**config.mk**
```make
export PLATFORM = sky130hd
export DESIGN_NAME = iba_ram
export DESIGN_NICKNAME = d
export VERILOG_FILES = /design/src/iba_ram.sv
export SDC_FILE = /design/constraint.sdc
export NUM_CORES = 2
export LEC_CHECK = 0
export BUFFER_PORTS_ARGS = -buffer_cell sky130_fd_sc_hd__buf_4
export CORE_MARGIN = 1
export CORE_UTILIZATION = 42
export DETAILED_ROUTE_END_ITERATION = 16
export SLEW_MARGIN = 10
export SYNTH_ARGS = -nofsm -noshare
export SYNTH_HDL_FRONTEND = slang
export SYNTH_SLANG_ARGS = --single-unit
```
**constraint.sdc**
```tcl
create_clock -name clk_i -period 2.7 [get_ports clk_i]
set_input_delay 0.27 -clock clk_i [delete_from_list [all_inputs] [get_ports clk_i]]
set_output_delay 0.27 -clock clk_i [all_outputs]
set_load 0.02 [all_outputs]
```
**src/iba_ram.sv**
```systemverilog
// Generic single-clock RAM: one write port, one read port, registered read.
// No dependencies.
`default_nettype none

module iba_ram #(
  parameter int unsigned WIDTH = 8,
  parameter int unsigned DEPTH = 512
) (
  input  logic                                         clk_i,
  input  logic                                         we_i,
  input  logic [((DEPTH > 1) ? $clog2(DEPTH) : 1)-1:0] waddr_i,
  input  logic [WIDTH-1:0]                             wdata_i,
  input  logic [((DEPTH > 1) ? $clog2(DEPTH) : 1)-1:0] raddr_i,
  output logic [WIDTH-1:0]                             rdata_o
);

  logic [WIDTH-1:0] mem_q [DEPTH];

  always_ff @(posedge clk_i) begin
    if (we_i) begin
      mem_q[waddr_i] <= wdata_i;
    end
    rdata_o <= mem_q[raddr_i];
  end

endmodule

`default_nettype wire

```
After elaboration in Yosys (flattened, before gate mapping):

Memory sizes are Yosys's and may differ from the RTL's. A register that Yosys moved wholly into a read port is not among the register bits.
Cells that the tools add are included.

* multiplexer cells: 2

Operator list (number)
* 1-bit 2-to-1 mux: 2

* flip-flop bits (word level): 0
* RAM bits: 4096
* output and inout bits: 8
* word-level logic and storage cells: 3
* memories: 1

Memory list
* mem_q: depth 512, width 8, read ports 1, clocked after Yosys merged registers in 1, write ports 1, line 17 `logic [WIDTH-1:0] mem_q [DEPTH];`

Longest topological paths before layout:

* depth in word-level cells: 2
* depth in mapped cells: 12
* depth with buffers taken out: 7

Least setup slack after synthesis:

Ideal clock, no wire load.

* path kind: input-to-reg
* start point: in raddr_i[0] (netlist name)
* end point: reg rdata_o[0], read port of mem_q
* arrival time: 2.124 ns
* data required time: 2.582 ns
* setup slack: 0.458 ns
* stages on the path: 10
* path buffers: 4
* cells stage by stage: buf_4 > buf_12 > buf_12 > buf_2 > mux4_2 > o21ai_0 > nand3_1 > nand4_1 > o21ai_0 > o2111a_1

RTL lines
* from (decl): line 13 `input logic [((DEPTH > 1) ? $clog2(DEPTH) : 1)-1:0] raddr_i,`
* to (decl): line 14 `output logic [WIDTH-1:0] rdata_o`

==> impl_metrics.csv <==
group,metric,value,unit
logic_synthesis,yosys-top-cells-count,"4,096 x edfxtp_1, 797 x mux2i_1, 654 x mux4_2",
route,via_per_inst,5.81,
logic_synthesis,synth_top_cell_by_area,"edfxtp_1",
sta,holdWs,135,ps
sta,hold_viol,0,
cells_and_area,stdcell_count,14800,
floorplanning,initial_core_util,0.422,
global_routing,grt_pass1_wl,631000,um
floorplanning,io-pin-count,36,
sta,period_needed,2600,ps
floorplanning,rows,226,
worst_setup_path,critPathCaptureType,"flop",
sta,rsz0062_at_grt,"false",
worst_setup_path,r2r-start,"mem_q[34][7]$_DFFE_PP_",
power_and_ir_drop,p_switching,29.1,mW
worst_setup_path,r2r_slack,100,ps
sta,drv_slew,0,
run_status,outcome,"finished, final reports clean",
placed_design,portBuffers,35,
logic_synthesis,yosysSeqAreaShare,0.770,
sta,timing.final.crit_share,0.964,
min_path,hp-class,"in2reg",
placed_design,dpl-instance-area,177000,um2
sta,final-setup-viol-count,0,
route,first_pass_iters,6,
worst_setup_path,path_common_cell,"buf_4",
logic_synthesis,synthArstFlopShare,0,
placed_design,gp_congestion,0.903,
placed_design,dpl.hpwl,286000,um
worst_setup_path,slowest_stage,"nor4_2",
logic_synthesis,synth-edff-count,4096,
global_routing,grt.overflow.total,0,
min_path,min_path_cells,5,
logic_synthesis,ys_seq_elements,4104,
floorplanning,dieHeight,619,um
cells_and_area,drive_gt1_frac,0.282,
logic_synthesis,syn_inst,8030,
worst_setup_path,reg2reg_to,"rdata_o[7]$_DFF_P_",
clock_network,numCtsBuffers,411,
power_and_ir_drop,powerDensity,708,nW/um2
cells_and_area,postLayoutCoreUtil,0.503,
worst_setup_path,startpoint_type,"flop",
sta,layout_setup_ws,97.2,ps
sta,setup_tns,0,ps
route,wl_met3,33100,um
sta,max_freq,0.384,GHz
worst_setup_path,r2r_cells,10,
logic_synthesis,yosysMostFrequentCell,"edfxtp_1",
logic_synthesis,synth_cell_types,51,
route,antenna_left,0,
clock_network,clock_latency,990,ps
route,wl_met2,214000,um
route,dr_total_vias,86000,
global_routing,grt_usage,0.227,
worst_setup_path,path_class,"reg2reg",
logic_synthesis,avgSynthCellArea,19.9,um2
route,drt-total-wl,440000,um
clock_network,root_buffer,"clkbuf_16",
logic_synthesis,yosysWarnings,0,
clock_network,clk_pin_slew,60,ps
power_and_ir_drop,p_sw_frac,0.216,
clock_network,h-tree-depth,5,
worst_setup_path,crit_fanout,2,
power_and_ir_drop,p_clk_frac,0.423,
cells_and_area,n_fill_cell,30200,
route,top_layer,"met5",
clock_network,post_cts_buffers,0,
route,wl_met1,180000,um
sta,slew_headroom,0.172,
logic_synthesis,synthesis.nets,8058,
sta,clock_skew,87.5,ps
cells_and_area,area_growth,19.2,%
worst_setup_path,critPathRequiredTime,3590,ps
global_routing,grt_pass1_vias,86800,
route,drc,0,
placed_design,dp.cells,14000,
sta,worstMarginPinSlew,1230,ps
floorplanning,dieArea,383000,um2
clock_network,cts_buffer_depth,4,
worst_setup_path,max_stage_delay,470,ps
run,maxCapViolCount,0,
worst_setup_path,arrival,3500,ps
clock_network,cts.sink_count,4104,
power_and_ir_drop,total_power,135,mW
cells_and_area,postLayoutCellArea,191000,um2
floorplanning,die_w,619,um
logic_synthesis,synth-main-ff-cell,"edfxtp_1",
placed_design,place_ws,-1190,ps
min_path,min_to,"mem_q[39][5]$_DFFE_PP_",
power_and_ir_drop,ir_worst_vdd,569,uV
power_and_ir_drop,comb_power_share,0.057,
clock_network,cts_tree,"built",
logic_synthesis,netlist.area_leader.share,0.769,
global_routing,grt_antenna_before_repair,19,
power_and_ir_drop,p_int,106,mW
logic_synthesis,netlist_top_cells_area,"edfxtp_1 77%, mux4_2 9.2%, mux2i_1 5.0%",
min_path,hold_start,"waddr_i[1]",
route,wl_per_cell,29.8,um
logic_synthesis,syn-cell-area,160000,um2
global_routing,grt_max_degree,121,
worst_setup_path,crit_chain,"mux2i_1 > o221ai_1 > buf_4 > nor3_1 > nor4_2 > buf_4 > o311ai_0 > buf_4 > nor4_4 > o2111a_1",
floorplanning,core,379000,um2
cells_and_area,nets,9445,
power_and_ir_drop,leakage,63.2,nW
power_and_ir_drop,seqPwrFrac,0.520,
route,drtIter0Drc,10200,
[worst max-delay path by stage]
stage	from	to	slack, ps	depth (start not counted)
2_1_floorplan	raddr_i[0]	rdata_o[0]$_DFF_P_	460	10
3_3_place_gp	raddr_i[0]	rdata_o[7]$_DFF_P_	-1620	11
3_5_place_dp	raddr_i[0]	rdata_o[2]$_DFF_P_	-1190	12
4_1_cts	raddr_i[2]	rdata_o[1]$_DFF_P_	70	12
5_1_grt	mem_q[142][6]$_DFFE_PP_	rdata_o[6]$_DFF_P_	2	9
6_report	mem_q[34][7]$_DFFE_PP_	rdata_o[7]$_DFF_P_	100	10
[power groups by stage]
stage / Clock (mW) / Combinational, mW / Sequential (mW)
global route: 60.1 / 7.94 / 70.2
detailed placement: 0 / 7.60 / 71.6
global placement: 0 / 7.50 / 71.5
finish: 57.1 / 7.62 / 70.2
CTS: 57.9 / 7.64 / 70.2
floorplan: 0 / 3.34 / 71.6
[cells in the final DEF (no fill, tap or decap), types with 6 or more instances in the layout]
cell / instances
edfxtp_1: 4096
buf_4: 1283
mux2i_1: 797
mux4_2: 654
nor2_1: 595
clkbuf_16: 418
o221ai_1: 371
a21oi_1: 194
buf_12: 183
o22ai_1: 163
o21ai_0: 118
nor3_1: 108
clkinv_1: 99
nand2_1: 96
clkbuf_1: 86
clkinv_2: 73
a22oi_1: 61
bufinv_16: 44
nand3_1: 32
nand4_1: 32
nor4_1: 30
and2_1: 19
a211oi_1: 17
o31ai_1: 13
nand2_4: 12
buf_8: 10
clkinvlp_4: 9
o2111a_1: 8
clkinv_16: 8
inv_6: 8
dlygate4sd3_1: 8
dfxtp_1: 8
diode_2: 7
nor3b_1: 7
or3_1: 6
[routing by layer]
metal | track usage | vias to the layer above
li1 | - | 36200
met5 | 0 | -
met1 | 0.316 | 45500
met3 | 0.0348 | 624
met4 | 0.0658 | 4
met2 | 0.373 | 3597
[state kept, by name, summed over array words and instances (netlist names)]
| name | flops |
|---|---|
| rdata_o | 8 |
| mem_q | 4096 |
[logic make-up after synthesis]
logic type	after synthesis	synth area share
multiplexers	1451	0.142
AO/OA/AOI/OAI	979	0.0431
buffers and inverters	516	0.0185
AND/OR/NAND/NOR	980	0.0263
flip-flops	4104	0.770
[cell type report]
cell class	instances	area (um2)	area share
Antenna cell	7	17.5	0.0000919
Clock buffer	507	10800	0.0568
Clock inverter	253	2610	0.0137
Inverter	3	18.8	0.0000985
Multi-Input combinational cell	3410	34100	0.179
Sequential cell	4104	123000	0.646
Tap cell	5016	6280	0.0329
Timing Repair Buffer	1487	13600	0.0712
[worst max-delay path: cells and delay by family (launching register included)]
family / cells / cell delay, ps
buffers and inverters: 3 / 540
muxes: 1 / 60
and+or+nand+nor: 3 / 960
AOI/OAI and AO/OA: 3 / 590
DFF: 1 / 340
[repair_timing]
action | in CTS | in global routing
hold buffers | 8 | 0
pin swaps | 0 | 0
endpoints found under the setup margin | 2 | 3
endpoints found under the hold margin | 848 | 0
gates resized for setup | 4 | 4
Power figures use the tool's default switching activity.
